--- src/hdl/jtl_pkg.sv ---
// Package for the JSON token lexer: token kinds, lexer modes, byte classes
// and the keyword spelling tables. No dependencies.
package jtl_pkg;

  localparam int unsigned OUT_POS_W  = 32;
  localparam int unsigned OUT_LINE_W = 24;

  typedef enum logic [3:0] {
    KIND_LBRACE   = 4'd0,
    KIND_RBRACE   = 4'd1,
    KIND_LBRACKET = 4'd2,
    KIND_RBRACKET = 4'd3,
    KIND_COMMA    = 4'd4,
    KIND_COLON    = 4'd5,
    KIND_STRING   = 4'd6,
    KIND_NUMBER   = 4'd7,
    KIND_TRUE     = 4'd8,
    KIND_FALSE    = 4'd9,
    KIND_NULL     = 4'd10,
    KIND_ERROR    = 4'd11,
    KIND_END      = 4'd12
  } tok_kind_e;

  typedef enum logic [5:0] {
    MODE_IDLE    = 6'b000001,
    MODE_STRING  = 6'b000010,
    MODE_ESCAPE  = 6'b000100,
    MODE_NUMBER  = 6'b001000,
    MODE_KEYWORD = 6'b010000,
    MODE_ERROR   = 6'b100000
  } mode_e;

  typedef enum logic [3:0] {
    CLS_PUNCT,
    CLS_QUOTE,
    CLS_BSLASH,
    CLS_DIGIT,
    CLS_MINUS,
    CLS_NUMX,
    CLS_KW_T,
    CLS_KW_F,
    CLS_KW_N,
    CLS_BLANK,
    CLS_LF,
    CLS_CR,
    CLS_OTHER
  } byte_cls_e;

  localparam logic [1:0] KW_TRUE  = 2'd0;
  localparam logic [1:0] KW_FALSE = 2'd1;
  localparam logic [1:0] KW_NULL  = 2'd2;

  typedef struct packed {
    byte_cls_e   cls;
    logic [7:0]  data;
    logic        eot;
  } item_t;

  function automatic byte_cls_e jtl_classify(input logic [7:0] b);
    byte_cls_e cls;
    case (b) inside
      8'h7B, 8'h7D, 8'h5B, 8'h5D, 8'h2C, 8'h3A: cls = CLS_PUNCT;
      8'h22:                                    cls = CLS_QUOTE;
      8'h5C:                                    cls = CLS_BSLASH;
      [8'h30:8'h39]:                            cls = CLS_DIGIT;
      8'h2D:                                    cls = CLS_MINUS;
      8'h2B, 8'h2E, 8'h65, 8'h45:               cls = CLS_NUMX;
      8'h74:                                    cls = CLS_KW_T;
      8'h66:                                    cls = CLS_KW_F;
      8'h6E:                                    cls = CLS_KW_N;
      8'h20, 8'h09:                             cls = CLS_BLANK;
      8'h0A:                                    cls = CLS_LF;
      8'h0D:                                    cls = CLS_CR;
      default:                                  cls = CLS_OTHER;
    endcase
    return cls;
  endfunction

  function automatic tok_kind_e jtl_punct_kind(input logic [7:0] b);
    tok_kind_e k;
    case (b)
      8'h7B:   k = KIND_LBRACE;
      8'h7D:   k = KIND_RBRACE;
      8'h5B:   k = KIND_LBRACKET;
      8'h5D:   k = KIND_RBRACKET;
      8'h2C:   k = KIND_COMMA;
      default: k = KIND_COLON;
    endcase
    return k;
  endfunction

  function automatic logic [2:0] jtl_kw_len(input logic [1:0] id);
    logic [2:0] len;
    case (id)
      KW_FALSE: len = 3'd5;
      default:  len = 3'd4;
    endcase
    return len;
  endfunction

  function automatic tok_kind_e jtl_kw_kind(input logic [1:0] id);
    tok_kind_e k;
    case (id)
      KW_FALSE: k = KIND_FALSE;
      KW_NULL:  k = KIND_NULL;
      default:  k = KIND_TRUE;
    endcase
    return k;
  endfunction

  // ASCII spelling of true / false / null, indexed by character position
  function automatic logic [7:0] jtl_kw_char(input logic [1:0] id, input logic [2:0] ix);
    logic [7:0] ch;
    case ({id, ix})
      {KW_TRUE, 3'd0}:  ch = 8'h74;
      {KW_TRUE, 3'd1}:  ch = 8'h72;
      {KW_TRUE, 3'd2}:  ch = 8'h75;
      {KW_TRUE, 3'd3}:  ch = 8'h65;
      {KW_FALSE, 3'd0}: ch = 8'h66;
      {KW_FALSE, 3'd1}: ch = 8'h61;
      {KW_FALSE, 3'd2}: ch = 8'h6C;
      {KW_FALSE, 3'd3}: ch = 8'h73;
      {KW_FALSE, 3'd4}: ch = 8'h65;
      {KW_NULL, 3'd0}:  ch = 8'h6E;
      {KW_NULL, 3'd1}:  ch = 8'h75;
      {KW_NULL, 3'd2}:  ch = 8'h6C;
      {KW_NULL, 3'd3}:  ch = 8'h6C;
      default:          ch = 8'h74;
    endcase
    return ch;
  endfunction

endpackage

--- src/hdl/json_token_lexer_unit.sv ---
// JSON token lexer, one byte per clock while the output is not stalled and no
// byte yields two tokens. Each accepted byte (or end-of-text transfer, tlast
// high) is classified and numbered by the front end, waits in a two-entry
// queue, and is lexed by the back end, which drives the registered output. A
// byte yielding two tokens (a number closed by punctuation or an error byte,
// or end of text after an open token) holds its queue entry while the single
// output register sends them in turn. From input to output a byte passes the
// queue entry and the output register. No reset sweep.
// Depends on jtl_pkg, jtl_front, jtl_queue and jtl_back.
module json_token_lexer_unit import jtl_pkg::*; #(
  parameter int unsigned POSITION_BITS = 32,
  parameter int unsigned LINE_BITS     = 24
) (
  input  logic         clk_i,
  input  logic         rst_ni,
  input  logic         s_axis_tvalid,
  output logic         s_axis_tready,
  input  logic [7:0]   s_axis_tdata,   // [7:0] byte_in
  input  logic         s_axis_tlast,   // end_of_text
  output logic         m_axis_tvalid,
  input  logic         m_axis_tready,
  output logic [111:0] m_axis_tdata,   // [31:0] start_pos, [63:32] end_pos,
                                       // [87:64] line_no, [111:88] start_column
  output logic [3:0]   m_axis_tuser,   // [3:0] token_kind
  output logic         m_axis_tlast    // last_in_run
);

  localparam int unsigned QW = $bits(item_t) + POSITION_BITS;

  logic                     q_ready, push, pop, q_valid;
  item_t                    push_item, head_item;
  logic [POSITION_BITS-1:0] push_pos, head_pos;
  logic [QW-1:0]            head_data;

  tok_kind_e                out_kind;
  logic [POSITION_BITS-1:0] out_start, out_end;
  logic [LINE_BITS-1:0]     out_line, out_col;
  logic [63:0]              start_ext, end_ext;
  logic [31:0]              line_ext, col_ext;

  jtl_front #(.POSITION_BITS(POSITION_BITS)) u_front (
    .clk_i       (clk_i),
    .rst_ni      (rst_ni),
    .in_valid_i  (s_axis_tvalid),
    .in_byte_i   (s_axis_tdata),
    .in_eot_i    (s_axis_tlast),
    .q_ready_i   (q_ready),
    .in_ready_o  (s_axis_tready),
    .push_o      (push),
    .push_item_o (push_item),
    .push_pos_o  (push_pos)
  );

  jtl_queue #(.WIDTH(QW)) u_queue (
    .clk_i       (clk_i),
    .rst_ni      (rst_ni),
    .push_i      (push),
    .push_data_i ({push_pos, push_item}),
    .ready_o     (q_ready),
    .pop_i       (pop),
    .valid_o     (q_valid),
    .head_o      (head_data)
  );

  assign head_item = head_data[$bits(item_t)-1:0];
  assign head_pos  = head_data[QW-1:$bits(item_t)];

  jtl_back #(.POSITION_BITS(POSITION_BITS), .LINE_BITS(LINE_BITS)) u_back (
    .clk_i       (clk_i),
    .rst_ni      (rst_ni),
    .q_valid_i   (q_valid),
    .q_item_i    (head_item),
    .q_pos_i     (head_pos),
    .pop_o       (pop),
    .out_valid_o (m_axis_tvalid),
    .out_ready_i (m_axis_tready),
    .out_kind_o  (out_kind),
    .out_start_o (out_start),
    .out_end_o   (out_end),
    .out_line_o  (out_line),
    .out_col_o   (out_col),
    .out_last_o  (m_axis_tlast)
  );

  assign start_ext = 64'(out_start);
  assign end_ext   = 64'(out_end);
  assign line_ext  = 32'(out_line);
  assign col_ext   = 32'(out_col);

  assign m_axis_tdata = {col_ext[OUT_LINE_W-1:0], line_ext[OUT_LINE_W-1:0],
                         end_ext[OUT_POS_W-1:0], start_ext[OUT_POS_W-1:0]};
  assign m_axis_tuser = out_kind;

endmodule

--- src/hdl/jtl_front.sv ---
// Front end of the JSON token lexer: accepts bytes, classifies them and
// tracks the byte position. Depends on jtl_pkg.
module jtl_front import jtl_pkg::*; #(
  parameter int unsigned POSITION_BITS = 32
) (
  input  logic                     clk_i,
  input  logic                     rst_ni,
  input  logic                     in_valid_i,
  input  logic [7:0]               in_byte_i,
  input  logic                     in_eot_i,
  input  logic                     q_ready_i,
  output logic                     in_ready_o,
  output logic                     push_o,
  output item_t                    push_item_o,
  output logic [POSITION_BITS-1:0] push_pos_o
);

  logic [POSITION_BITS-1:0] pos_q, pos_d, pos_inc;
  logic                     accept;

  assign in_ready_o = q_ready_i;
  assign accept     = in_valid_i && q_ready_i;
  assign push_o     = accept;

  assign pos_inc = (pos_q == '1) ? pos_q : pos_q + 1'b1;

  // end of text carries the last position, then the count restarts
  assign push_pos_o       = in_eot_i ? pos_q : pos_inc;
  assign push_item_o.cls  = jtl_classify(in_byte_i);
  assign push_item_o.data = in_byte_i;
  assign push_item_o.eot  = in_eot_i;

  always_comb begin
    pos_d = pos_q;
    if (accept) begin
      pos_d = in_eot_i ? '0 : pos_inc;
    end
  end

  always_ff @(posedge clk_i or negedge rst_ni) begin
    if (!rst_ni) begin
      pos_q <= '0;
    end else begin
      pos_q <= pos_d;
    end
  end

endmodule

--- src/hdl/jtl_queue.sv ---
// Two-entry queue between the lexer front and back ends.
// Depends on nothing but its width parameter.
module jtl_queue #(
  parameter int unsigned WIDTH = 8
) (
  input  logic             clk_i,
  input  logic             rst_ni,
  input  logic             push_i,
  input  logic [WIDTH-1:0] push_data_i,
  output logic             ready_o,
  input  logic             pop_i,
  output logic             valid_o,
  output logic [WIDTH-1:0] head_o
);

  logic [WIDTH-1:0] mem_q [2];
  logic             wr_ptr_q, rd_ptr_q;
  logic [1:0]       count_q, count_d;

  assign ready_o = (count_q != 2'd2);
  assign valid_o = (count_q != 2'd0);
  assign head_o  = mem_q[rd_ptr_q];

  always_comb begin
    count_d = count_q;
    if (push_i && !(pop_i && valid_o)) begin
      count_d = count_q + 2'd1;
    end else if (!push_i && pop_i && valid_o) begin
      count_d = count_q - 2'd1;
    end
  end

  always_ff @(posedge clk_i) begin
    if (push_i && ready_o) begin
      mem_q[wr_ptr_q] <= push_data_i;
    end
  end

  always_ff @(posedge clk_i or negedge rst_ni) begin
    if (!rst_ni) begin
      wr_ptr_q <= 1'b0;
      rd_ptr_q <= 1'b0;
      count_q  <= 2'd0;
    end else begin
      if (push_i && ready_o) begin
        wr_ptr_q <= ~wr_ptr_q;
      end
      if (pop_i && valid_o) begin
        rd_ptr_q <= ~rd_ptr_q;
      end
      count_q <= count_d;
    end
  end

  a_no_overflow: assert property (@(posedge clk_i) disable iff (!rst_ni)
    count_q != 2'd3)
    else $error("queue count out of range");

  a_push_full: assert property (@(posedge clk_i) disable iff (!rst_ni)
    (count_q == 2'd2 && !pop_i) |=> count_q == 2'd2)
    else $error("full queue lost an entry");

  a_ptrs: assert property (@(posedge clk_i) disable iff (!rst_ni)
    (count_q == 2'd0 || count_q == 2'd2) |-> wr_ptr_q == rd_ptr_q)
    else $error("queue pointers inconsistent");

endmodule

--- src/hdl/jtl_back.sv ---
// Back end of the JSON token lexer: lexer state machine, line and column
// tracking, token building and the output register. Depends on jtl_pkg.
module jtl_back import jtl_pkg::*; #(
  parameter int unsigned POSITION_BITS = 32,
  parameter int unsigned LINE_BITS     = 24
) (
  input  logic                     clk_i,
  input  logic                     rst_ni,
  input  logic                     q_valid_i,
  input  item_t                    q_item_i,
  input  logic [POSITION_BITS-1:0] q_pos_i,
  output logic                     pop_o,
  output logic                     out_valid_o,
  input  logic                     out_ready_i,
  output tok_kind_e                out_kind_o,
  output logic [POSITION_BITS-1:0] out_start_o,
  output logic [POSITION_BITS-1:0] out_end_o,
  output logic [LINE_BITS-1:0]     out_line_o,
  output logic [LINE_BITS-1:0]     out_col_o,
  output logic                     out_last_o
);

  typedef struct packed {
    tok_kind_e                kind;
    logic [POSITION_BITS-1:0] spos;
    logic [POSITION_BITS-1:0] epos;
    logic [LINE_BITS-1:0]     col;
  } tok_t;

  mode_e                    mode_q, mode_d;
  logic [1:0]               kwid_q, kwid_d;
  logic [2:0]               kwix_q, kwix_d;
  logic [LINE_BITS-1:0]     line_q, line_d, col_q, col_d, col_inc;
  logic [POSITION_BITS-1:0] tstart_q, tstart_d, pos_inc;
  logic [LINE_BITS-1:0]     tcol_q, tcol_d;
  logic                     phase_q;

  tok_t                     tok [2];
  logic [1:0]               cnt;
  logic                     do_idle;
  logic [1:0]               kw_eff;
  logic [2:0]               kw_len;

  logic                     out_valid_q;
  tok_t                     out_tok_q;
  logic [LINE_BITS-1:0]     out_line_q;
  logic                     out_last_q;
  logic                     go;

  assign col_inc = (col_q == '1) ? col_q : col_q + 1'b1;
  assign pos_inc = (q_pos_i == '1) ? q_pos_i : q_pos_i + 1'b1;
  assign kw_eff  = (kwid_q == 2'd3) ? KW_TRUE : kwid_q;
  assign kw_len  = jtl_kw_len(kw_eff);

  always_comb begin
    mode_d   = mode_q;
    kwid_d   = kwid_q;
    kwix_d   = kwix_q;
    line_d   = line_q;
    col_d    = col_q;
    tstart_d = tstart_q;
    tcol_d   = tcol_q;
    tok[0]   = '0;
    tok[1]   = '0;
    cnt      = 2'd0;
    do_idle  = 1'b0;

    if (q_item_i.eot) begin
      if (mode_q == MODE_NUMBER) begin
        tok[0] = '{KIND_NUMBER, tstart_q, q_pos_i, tcol_q};
        cnt    = 2'd1;
      end else if (mode_q == MODE_STRING || mode_q == MODE_ESCAPE ||
                   mode_q == MODE_KEYWORD) begin
        tok[0] = '{KIND_ERROR, tstart_q, q_pos_i, tcol_q};
        cnt    = 2'd1;
      end
      tok[cnt[0]] = '{KIND_END, q_pos_i, q_pos_i, col_q};
      cnt         = cnt + 2'd1;
      mode_d   = MODE_IDLE;
      kwid_d   = '0;
      kwix_d   = '0;
      line_d   = LINE_BITS'(1);
      col_d    = '0;
      tstart_d = '0;
      tcol_d   = '0;
    end else begin
      col_d = col_inc;
      case (mode_q)
        MODE_IDLE: begin
          do_idle = 1'b1;
        end
        MODE_STRING: begin
          case (q_item_i.cls)
            CLS_QUOTE: begin
              tok[0] = '{KIND_STRING, tstart_q, q_pos_i - 1'b1, tcol_q};
              cnt    = 2'd1;
              mode_d = MODE_IDLE;
            end
            CLS_BSLASH: mode_d = MODE_ESCAPE;
            CLS_CR, CLS_LF: begin
              tok[0] = '{KIND_ERROR, tstart_q, q_pos_i, tcol_q};
              cnt    = 2'd1;
              mode_d = MODE_ERROR;
            end
            default: ;
          endcase
        end
        MODE_ESCAPE: mode_d = MODE_STRING;
        MODE_NUMBER: begin
          if (!(q_item_i.cls inside {CLS_DIGIT, CLS_MINUS, CLS_NUMX})) begin
            tok[0]  = '{KIND_NUMBER, tstart_q, q_pos_i - 1'b1, tcol_q};
            cnt     = 2'd1;
            mode_d  = MODE_IDLE;
            do_idle = 1'b1;
          end
        end
        MODE_KEYWORD: begin
          if (kwix_q < kw_len && q_item_i.data == jtl_kw_char(kw_eff, kwix_q)) begin
            kwix_d = kwix_q + 3'd1;
            if (kwix_q + 3'd1 == kw_len) begin
              tok[0] = '{jtl_kw_kind(kw_eff), tstart_q, q_pos_i, tcol_q};
              cnt    = 2'd1;
              mode_d = MODE_IDLE;
              kwix_d = '0;
            end
          end else begin
            tok[0] = '{KIND_ERROR, tstart_q, q_pos_i, tcol_q};
            cnt    = 2'd1;
            mode_d = MODE_ERROR;
          end
        end
        MODE_ERROR: ;
        default: mode_d = MODE_ERROR;
      endcase

      if (do_idle) begin
        case (q_item_i.cls)
          CLS_PUNCT: begin
            tok[cnt[0]] = '{jtl_punct_kind(q_item_i.data), q_pos_i, q_pos_i, col_inc};
            cnt         = cnt + 2'd1;
          end
          CLS_QUOTE: begin
            mode_d   = MODE_STRING;
            tstart_d = pos_inc;
            tcol_d   = col_inc;
          end
          CLS_DIGIT, CLS_MINUS: begin
            mode_d   = MODE_NUMBER;
            tstart_d = q_pos_i;
            tcol_d   = col_inc;
          end
          CLS_KW_T, CLS_KW_F, CLS_KW_N: begin
            mode_d   = MODE_KEYWORD;
            kwid_d   = (q_item_i.cls == CLS_KW_T) ? KW_TRUE :
                       (q_item_i.cls == CLS_KW_F) ? KW_FALSE : KW_NULL;
            kwix_d   = 3'd1;
            tstart_d = q_pos_i;
            tcol_d   = col_inc;
          end
          CLS_BLANK: ;
          CLS_LF: begin
            line_d = (line_q == '1) ? line_q : line_q + 1'b1;
            col_d  = '0;
          end
          default: begin
            tok[cnt[0]] = '{KIND_ERROR, q_pos_i, q_pos_i, col_inc};
            cnt         = cnt + 2'd1;
            mode_d      = MODE_ERROR;
          end
        endcase
      end
    end
  end

  // a two-token item holds the head entry until its second token is registered
  assign go    = q_valid_i && (!out_valid_q || out_ready_i);
  assign pop_o = go && !(cnt == 2'd2 && !phase_q);

  // line is taken at emission; later bytes may move it on
  always_ff @(posedge clk_i) begin
    if (go && cnt != 2'd0) begin
      out_tok_q  <= phase_q ? tok[1] : tok[0];
      out_line_q <= line_q;
      out_last_q <= !(cnt == 2'd2 && !phase_q);
    end
  end

  always_ff @(posedge clk_i or negedge rst_ni) begin
    if (!rst_ni) begin
      mode_q      <= MODE_IDLE;
      kwid_q      <= '0;
      kwix_q      <= '0;
      line_q      <= LINE_BITS'(1);
      col_q       <= '0;
      tstart_q    <= '0;
      tcol_q      <= '0;
      phase_q     <= 1'b0;
      out_valid_q <= 1'b0;
    end else begin
      if (out_valid_q && out_ready_i) begin
        out_valid_q <= 1'b0;
      end
      if (go) begin
        if (cnt != 2'd0) begin
          out_valid_q <= 1'b1;
        end
        if (cnt == 2'd2 && !phase_q) begin
          phase_q <= 1'b1;
        end else begin
          phase_q  <= 1'b0;
          mode_q   <= mode_d;
          kwid_q   <= kwid_d;
          kwix_q   <= kwix_d;
          line_q   <= line_d;
          col_q    <= col_d;
          tstart_q <= tstart_d;
          tcol_q   <= tcol_d;
        end
      end
    end
  end

  assign out_valid_o = out_valid_q;
  assign out_kind_o  = out_tok_q.kind;
  assign out_start_o = out_tok_q.spos;
  assign out_end_o   = out_tok_q.epos;
  assign out_line_o  = out_line_q;
  assign out_col_o   = out_tok_q.col;
  assign out_last_o  = out_last_q;

  a_phase_held: assert property (@(posedge clk_i) disable iff (!rst_ni)
    phase_q |-> q_valid_i && out_valid_q && !out_last_q)
    else $error("second token pending without its item");

  a_error_silent: assert property (@(posedge clk_i) disable iff (!rst_ni)
    (q_valid_i && mode_q == MODE_ERROR && !q_item_i.eot) |-> cnt == 2'd0)
    else $error("token emitted in error mode");

  a_line_nonzero: assert property (@(posedge clk_i) disable iff (!rst_ni)
    line_q != '0)
    else $error("line count reached zero");

  a_eot_last: assert property (@(posedge clk_i) disable iff (!rst_ni)
    (pop_o && q_item_i.eot) |=> out_valid_q && out_last_q && out_tok_q.kind == KIND_END)
    else $error("end of text did not close with an end token");

endmodule

--- config.mk ---
export PLATFORM = sky130hd
export DESIGN_NAME = json_token_lexer_unit
export DESIGN_NICKNAME = d
export VERILOG_FILES = /design/src/hdl/jtl_pkg.sv /design/src/hdl/json_token_lexer_unit.sv /design/src/hdl/jtl_front.sv /design/src/hdl/jtl_queue.sv /design/src/hdl/jtl_back.sv
export SDC_FILE = /design/constraint.sdc
export NUM_CORES = 1
export LEC_CHECK = 0
export ABC_AREA = 0
export BUFFER_PORTS_ARGS = -buffer_cell sky130_fd_sc_hd__buf_2
export CAP_MARGIN = 30
export CORE_ASPECT_RATIO = 0.6
export CORE_MARGIN = 8
export CORE_UTILIZATION = 42
export CTS_CLUSTER_DIAMETER = 60
export DETAILED_ROUTE_END_ITERATION = 7
export PLACE_DENSITY_LB_ADDON = 0.12
export SLEW_MARGIN = 40
export SYNTH_ARGS = -nofsm -noshare
export SYNTH_HDL_FRONTEND = slang
export SYNTH_SLANG_ARGS = --single-unit
--- constraint.sdc ---
create_clock -name clk_i -period 13.9 [get_ports clk_i]
set_input_delay 1.39 -clock clk_i [delete_from_list [all_inputs] [get_ports clk_i]]
set_output_delay 1.39 -clock clk_i [all_outputs]
set_load 0.05 [all_outputs]
# Word level (Yosys, flattened, before mapping)
# Memory sizes are Yosys's and may differ from the RTL's.
# Index checks and enable logic that the tools add are counted.
[classes] bitwise_logic=5 addsub=10 n_lt_le_gt_ge=7 eq_ne=54 reduce_logical=50 n_mux=101
[op_table] cell="$mux W92" count=9
[op_table] cell="$bwmux W184" count=3
[op_table] cell="$mux W184" count=2
[op_table] cell="$pmux W184 S2" count=1
[op_table] cell="$pmux W92 S3" count=1
[op_table] cell="$mux W24" count=11
[op_table] cell="$mux W32" count=6
[op_table] cell="$demux W92 S1" count=2
[op_table] cell="$pmux W92 S2" count=1
[op_table] cell="$eq A8 B7 Y1 const B" count=14
[op_table] cell="$mux W91" count=1
[op_table] cell="$add A32 B1 Y32 const B" count=2
[op_table] cell="$eq A32 B32 Y1 const B" count=2
[op_table] cell="$eq A8 B6 Y1 const B" count=8
[op_table] cell="$pmux W32 S2" count=1
[op_table] cell="$mux W4" count=14
[op_table] cell="$add A24 B1 Y24 const B" count=2
[op_table] cell="$eq A24 B24 Y1 const B" count=2
[op_table] cell="$sub A32 B1 Y32 const B" count=1
[op_table] cell="$mux W6" count=5
[op_table] cell="$pmux W6 S5" count=1
[op_table] cell="$mux W2" count=14
[op_table] cell="$eq A8 B4 Y1 const B" count=3
[op_table] cell="$pmux W6 S4" count=1
[op_table] cell="other kinds (48)" count=120
[totals] in_bits=13 wordCells=248 mem_bits_ro=160 n_memories=2 ram_bits=90 output_inout_bits=119 ff_bits=270
[memory_table] name="(name not given)" depth=32 word_bits=5 rd=1 rd_clocked_by_memory_dff=0 write_ports=0 line="jtl_pkg.sv:114" rtl="case ({id, ix})"
[memory_table] name="u_queue.mem_q" depth=2 word_bits=45 rd=1 rd_clocked_by_memory_dff=0 write_ports=1 line="jtl_queue.sv:16" rtl="logic [WIDTH-1:0] mem_q [2];"

# Depth between registers and ports, before layout
# An unclocked memory read counts as a cell.
[depth] ltp_word=22 depth_mapped=22 depth_no_buf=16

# Modules after synthesis
# A second synthesis with hierarchy kept.
[unflattened] cells_unflattened=1931 hier_area_um2=20190.6
[modules_own_cells] mod="jtl_back" area_each_um2=13750.7 n_inst=1 seq_area_each_um2=6443.7 cells_each=1418
[modules_own_cells] mod="jtl_queue" area_each_um2=3651.0 n_inst=1 seq_area_each_um2=2802.7 cells_each=161
[modules_own_cells] mod="jtl_front" area_each_um2=2788.9 n_inst=1 seq_area_each_um2=800.8 cells_each=352

# Least setup slack after synthesis
# No wires, ideal clock.
[synth_path] kind="register to register" from="register u_back.kwix_q[1]" to="register u_back.out_tok_q, in the netlist u_back.out_col_o[0], enable pin" t_arrival_ns=7.750 setup_slack_ns=5.556 synth_period_minus_slack_ns=8.344 path_buffers=1 t_required_ns=13.306 stages_incl_launch_ff=16 setup_ns=0.594 path_cell_list="dfrtp_1 > inv_1 > ha_1 > or3b_2 > a211oi_1 > o21ai_0 > o211a_1 > nor4_4 > o21a_2 > inv_2 > buf_2 > ha_1 > nor3_1 > a21oi_1 > nor3_1 > nor2_1"
[synth_between] elab_chain_cells=14 elab_cells_between_ends=18 cone_classes="add/sub (2); order compare (1); eq/ne (2); mux (9); reduce/logical (3); memory (1)"
[synth_rtl] item="start: declaration" line="jtl_back.sv:32" rtl="logic [2:0] kwix_q, kwix_d;"
[synth_rtl] item="start signal: assignment" line="jtl_back.sv:213" rtl="kwix_q <= kwix_d;"
[synth_rtl] item="$mem_v2 Z32 W5"
[synth_rtl] item="$mux W8" line="jtl_back.sv:88" rtl="case (mode_q)"
[synth_rtl] item="$mux W8" line="jtl_back.sv:68" rtl="if (q_item_i.eot) begin"
[synth_rtl] item="$eq A8 B8 Y1" line="jtl_back.sv:118" rtl="if (kwix_q < kw_len && q_item_i.data == jtl_kw_char(kw_eff, kwix_q)) begin"
[synth_rtl] item="$logic_and A1 B1 Y1" line="jtl_back.sv:118"
[synth_rtl] item="$mux W1 (*)" line="jtl_back.sv:118"
[synth_rtl] item="$pmux W2 S3 (*)" line="jtl_back.sv:88"
[synth_rtl] item="$mux W2 (*)" line="jtl_back.sv:68"
[synth_rtl] item="$add A2 B1 Y2" line="jtl_back.sv:140, jtl_back.sv:167"
[synth_rtl] item="$mux W2"
[synth_rtl] item="$mux W2 (*)" line="jtl_back.sv:136" rtl="if (do_idle) begin"
[synth_rtl] item="$mux W2 (*)" line="jtl_back.sv:68"
[synth_rtl] item="$reduce_bool A2 Y1 (*)" line="jtl_back.sv:181" rtl="if (go && cnt != 2'd0) begin"
[synth_rtl] item="$logic_and A1 B1 Y1 (*)" line="jtl_back.sv:181"
[synth_rtl] item="end signal: assignment" line="jtl_back.sv:182" rtl="out_tok_q <= phase_q ? tok[1] : tok[0];"
[synth_rtl] item="end: declaration" line="jtl_back.sv:45" rtl="tok_t out_tok_q;"
# Mark *: on every way between the ends. The rest lies on a longest branch, timed or not. The select of a mux whose other input is x is not followed.
# A chain may end at the register's enable or synchronous reset.

# Final worst setup path
[layout_path] from="register u_queue.rd_ptr_q" to="register u_back.out_tok_q, in the netlist u_back.out_end_o[1], enable pin"
[layout_between] elab_chain_cells=12 elab_cells_between_ends=30 cone_classes="add/sub (1); eq/ne (11); mux (11); reduce/logical (6); memory (1)"
[layout_rtl] item="start: declaration" line="jtl_queue.sv:17" rtl="logic wr_ptr_q, rd_ptr_q;"
[layout_rtl] item="start signal: assignment" line="jtl_queue.sv:49" rtl="rd_ptr_q <= ~rd_ptr_q;"
[layout_rtl] item="$mem_v2 Z2 W45 (*)"
[layout_rtl] item="$eq A4 B2 Y1, or another cell as far along" line="jtl_back.sv:110, jtl_back.sv:137"
[layout_rtl] item="$reduce_bool A3 Y1, or another cell as far along" line="jtl_back.sv:110" rtl="if (!(q_item_i.cls inside {CLS_DIGIT, CLS_MINUS, CLS_NUMX})) begin"
[layout_rtl] item="$mux W1, on equally long branches" line="jtl_back.sv:110, jtl_back.sv:93, jtl_back.sv:118"
[layout_rtl] item="$pmux W2 S3" line="jtl_back.sv:88"
[layout_rtl] item="$mux W2" line="jtl_back.sv:68"
[layout_rtl] item="$add A2 B1 Y2" line="jtl_back.sv:140, jtl_back.sv:167"
[layout_rtl] item="$mux W2"
[layout_rtl] item="$mux W2" line="jtl_back.sv:136"
[layout_rtl] item="$mux W2 (*)" line="jtl_back.sv:68"
[layout_rtl] item="$reduce_bool A2 Y1 (*)" line="jtl_back.sv:181"
[layout_rtl] item="$logic_and A1 B1 Y1 (*)" line="jtl_back.sv:181"
# Marked as above.

==> impl.org <==
** STA
- Number of hold violations in the final report :: 0
- Layout Skew :: 0.0319 ns
- The worst path uses 42.6% of the clock period.
- Measured against its own limit, the worst slew margin works out to 43.6%.
- Final number of setup-violating endpoints :: 0
- At the pin with the least slew margin, the transition time is 0.822 ns.
- Min cycle time layout :: 5.92 ns
- Total count of max-transition violations in the final report :: 0
- Highest attainable clock frequency :: 169 MHz
- Setup repair after global routing left no endpoint under its margin.
- Total negative slack for setup checks :: 0 ns

** Global routing
- The number of antenna violations at the first check in global routing was 0.
- Vias in the first global route :: 15230
- GR Overflow Total :: 0
- First-pass GRT wire length :: 93.4 mm
- Total routing usage reported by global routing :: 21.6%
- Pin count of the biggest net entering global routing :: 80

** Cells and area
- Number of inserted filler cells in the final layout :: 4285
- NumNets Final :: 2068
- Measured on the finished design, the core utilization comes to 48.2%.
- Leaving out filler cells and counting taps, the final layout contains 2702.
- Antenna fix cells :: 0
- Compared with the post-synthesis result, the final layout area differs by 13.0%.
- Cells with a size suffix above 1 make up 15.6% of the layout.
- Storage element area :: 10100 µm²
- Summing all multi-input logic gate instances after layout gives 9280 µm².

** Clock tree
- Clock tree synthesis inserted a total of 39 buffers.
- TritonCTS built the clock tree.
- Post-CTS Hold Buffers :: 0
- # H-tree levels :: 2
- The clock net in this run drives a total of 360 sinks.
- Clock-pin slew was measured on the worst setup and hold paths at 0.07 ns.
- Buffers added to address setup during post-CTS repair amount to 0.
- In this run, post-CTS repair resized a total of 0 instances.
- The clock passes through at most 3 buffers.
- The later pin in the worst-skew pair is clocked with a latency of 0.56 ns.
- The root buffer cell chosen for the clock tree is clkbuf_16.

** Yosys
- The synthesized design spends more area on one cell type than any other, namely edfxtp_1.
- Biggest area contributors in the synthesized netlist :: edfxtp_1 31%, dfrtp_1 19%, nand2_1 3.8%, nor2_1 3.5%, o21ai_0 3.0%
- The synthesized netlist occupies a cell area of 19900 µm².
- In this run, synthesis produced a sequential element count of 360.
- When the netlist entered floorplanning its net count stood at 1988.
- In this run the biggest area consumer among cell types represents 31.3% of the synthesized area.
- Async SR Flop Fraction :: 42.5%
- Synthesized area per cell :: 10.1 µm²
- During synthesis, Yosys emitted a total of 0 warnings.
- Primary FF master, synth :: edfxtp_1
- Gate Count Post-Synth :: 1961
- Sequential cells were found to cover 50.6% of the synthesized design area.
- Count of different cell masters after synthesis :: 96
- EDFF count, synth :: 207

** Routing
- Dividing the detail-routed via count by the number of cells gives 6.00.
- After detailed routing, the average wire length per cell comes to 22.1 µm.
- The final layout contains routed wiring with a total length of 59.8 mm.
- The detail route stage leaves a number of antenna-violating nets equal to 0.
- Total number of vias :: 16213
- After the first detailed-routing iteration, the DRC count stood at 1733.
- Before antenna repair, the detailed router went through 6 iterations.
- For this run, design rule violations remaining after detail routing come to 0.

** Setup path
- Kind of end point of the critical path :: register
- The worst register-to-register path has a depth of 13.
- Data on the critical path is required at its endpoint by 14.08 ns.
- The endpoint identified for the worst register-to-register timing path is u_back.out_end_o[1]$_DFFE_PP_.
- Across all register-to-register paths, the minimum setup slack is 7.98 ns.
- Type of the worst setup path :: reg -> reg
- At the worst endpoint, the arrival time is 6.10 ns.
- Critical Path Start :: u_queue.rd_ptr_q$_DFFE_PN0P_
- The worst setup path is launched from a register.
- Maximum net fanout on the critical path :: 78
- Reg2reg start :: u_queue.rd_ptr_q$_DFFE_PN0P_
- The most critical setup path has its endpoint at u_back.out_end_o[1]$_DFFE_PP_.

** Floorplan
- During I/O placement, the number of pins put on the boundary was 132.
- In this run the horizontal extent of the chip is 297 µm.
- In this run the vertical extent of the chip is 184 µm.
- Core area :: 46500 µm²
- For this configuration, the core starts out at a cell density of 42.7%.
- In this run the core area contains 61 standard-cell rows.
- The floorplan step defined a die boundary enclosing 54700 µm².

** Hold path
- Worst min-delay path class :: reg -> reg

** Place
- Input and output buffers added on the ports amount to 131.
- After detailed placement, the design holds a cell count of 2630.
- At the end of routability-driven placement, the weighted congestion stood at 0.905.
- Summed over all nets, the half-perimeter wirelength after detailed placement is 42.1 mm.

** Power
- The worst-case IR drop observed on VDD is 151 µV.
- Total power per unit cell area :: 231 nW/µm²
- For this design the static power due to leakage is 8.59 nW.
- The design draws 5.19 mW.

** Status
- Run status :: finished clean

** Run
- Max-cap violations in this run came to 0.
-- layout make-up --
class                   count  share of cell area [%]
well taps                 630                    3.52
clock inverters            22                    1.06
flip-flops and latches    360                    44.8
clock buffers              50                    4.80
repair buffers            163                    4.06
inverters                  23                   0.385
multi-input cells        1454                    41.4
-- how the worst min path moves through the flow --
stage | end | slack [ns] | from | depth (start not counted)
5_1_grt | u_back.tstart_q[9]$_DFFE_PN0P_ | 0.51 | u_back.tstart_q[9]$_DFFE_PN0P_ | 2
6_report | u_back.tstart_q[22]$_DFFE_PN0P_ | 0.48 | u_back.tstart_q[22]$_DFFE_PN0P_ | 2
3_3_place_gp | u_back.tstart_q[16]$_DFFE_PN0P_ | 0.46 | u_back.tstart_q[16]$_DFFE_PN0P_ | 2
4_1_cts | u_back.tstart_q[12]$_DFFE_PN0P_ | 0.48 | u_back.tstart_q[12]$_DFFE_PN0P_ | 2
3_5_place_dp | u_back.tstart_q[22]$_DFFE_PN0P_ | 0.47 | u_back.tstart_q[22]$_DFFE_PN0P_ | 2
2_1_floorplan | u_back.tstart_q[10]$_DFFE_PN0P_ | 0.45 | u_back.tstart_q[10]$_DFFE_PN0P_ | 2
-- worst max-delay path, stage by stage (launching register included) --
cell and delay (ns):
dfrtp_4 0.71, nor4b_1 0.76, o21ai_1 0.31, a32oi_2 0.52, and2_1 0.34, o21a_2 0.45, inv_2 0.26, ha_1 0.37
nor3_1 0.06, a21oi_1 0.14, nor3_1 0.10, nor2_4 0.45, buf_4 0.43, buf_6 0.57
-- Yosys cell counts, types with 17 or more instances --
master,n
a31oi_1,27
and3_1,29
o31ai_1,55
a22o_1,25
nor3b_1,27
nand3_1,90
nand3b_1,18
or3_1,17
edfxtp_1,207
xnor2_1,49
mux2_2,40
buf_2,22
o21ai_0,119
xor2_1,65
clkbuf_1,79
a221oi_1,36
a21oi_1,87
mux2i_1,35
nand4_1,28
nor2_1,187
inv_1,21
nand2_1,199
dfrtp_1,151
nor4_1,21
nor3_1,54
-- state kept, by name, summed over array words and instances, names as in the netlist --
name and flops:
u_queue.mem_q 90, u_back.out_end_o 32, u_back.out_start_o 32, u_back.tstart_q 32, u_front.pos_q 32, u_back.col_q 24
u_back.line_q 24, u_back.out_col_o 24, u_back.out_line_o 24, u_back.tcol_q 24, u_back.mode_q 6, u_back.out_kind_o 4
u_back.kwix_q 3, u_back.kwid_q 2, u_queue.count_q 2, u_back.out_last_o 1, u_back.out_valid_o 1, u_back.phase_q 1
u_queue.rd_ptr_q 1, u_queue.wr_ptr_q 1
-- routing by layer --
metal,wire (µm),track usage [%]
met1,29300,33.4
met5,0,0
met4,833,3.65
met2,25300,31.6
met3,4440,3.72
-- logic make-up after synthesis --
group / after synthesis / synth area share, %
multiplexers: 77 / 4.17
AO/OA/AOI/OAI: 484 / 16.5
flip-flops: 360 / 50.6
buffers and inverters: 147 / 3.20
AND/OR/NAND/NOR: 765 / 19.6
XOR/XNOR: 114 / 5.03
adder cells (fa/ha/maj): 14 / 0.882
-- placed cells by master, fill, tap and decap left out, types with 10 or more instances in the layout --
cell	n
edfxtp_1	207
nand2b_1	14
a22oi_1	15
dfrtp_1	150
nor4_1	17
nand3b_1	18
nand2_1	199
buf_2	130
o211ai_1	11
clkbuf_16	39
a221oi_1	36
and3_1	28
a22o_1	25
a21oi_1	86
o21ai_0	119
xnor2_1	49
nand4_1	28
and2_1	10
a211oi_1	11
buf_4	30
o2bb2ai_1	15
nor2_1	184
xor2_1	65
a311oi_1	11
mux2_2	40
nor3_1	54
a31oi_1	27
ha_1	14
mux2i_1	33
nor2b_1	10
nand3_1	90
inv_1	21
nor3b_1	26
and4_1	11
o31ai_1	55
or3_1	17
-- through the flow --
stage / cell area [µm²] / hold WS, ns / setup slack, ns
2_1_floorplan: 19900 / 0.449 / 5.56
3_3_place_gp: 21000 / 0.460 / 8.05
3_5_place_dp: 21100 / 0.468 / 8.08
4_1_cts: 22400 / 0.482 / 8.08
5_1_grt: 22400 / 0.510 / 7.61
6_report: 22400 / 0.478 / 7.98
-- report_power, final --
group	switching, mW	internal [mW]	total (mW)
clock network	0.459	0.612	1.07
registers	0.178	1.55	1.73
logic	1.79	0.589	2.38
total	2.43	2.76	5.19
No activity file was read; power rests on OpenSTA's default activity.
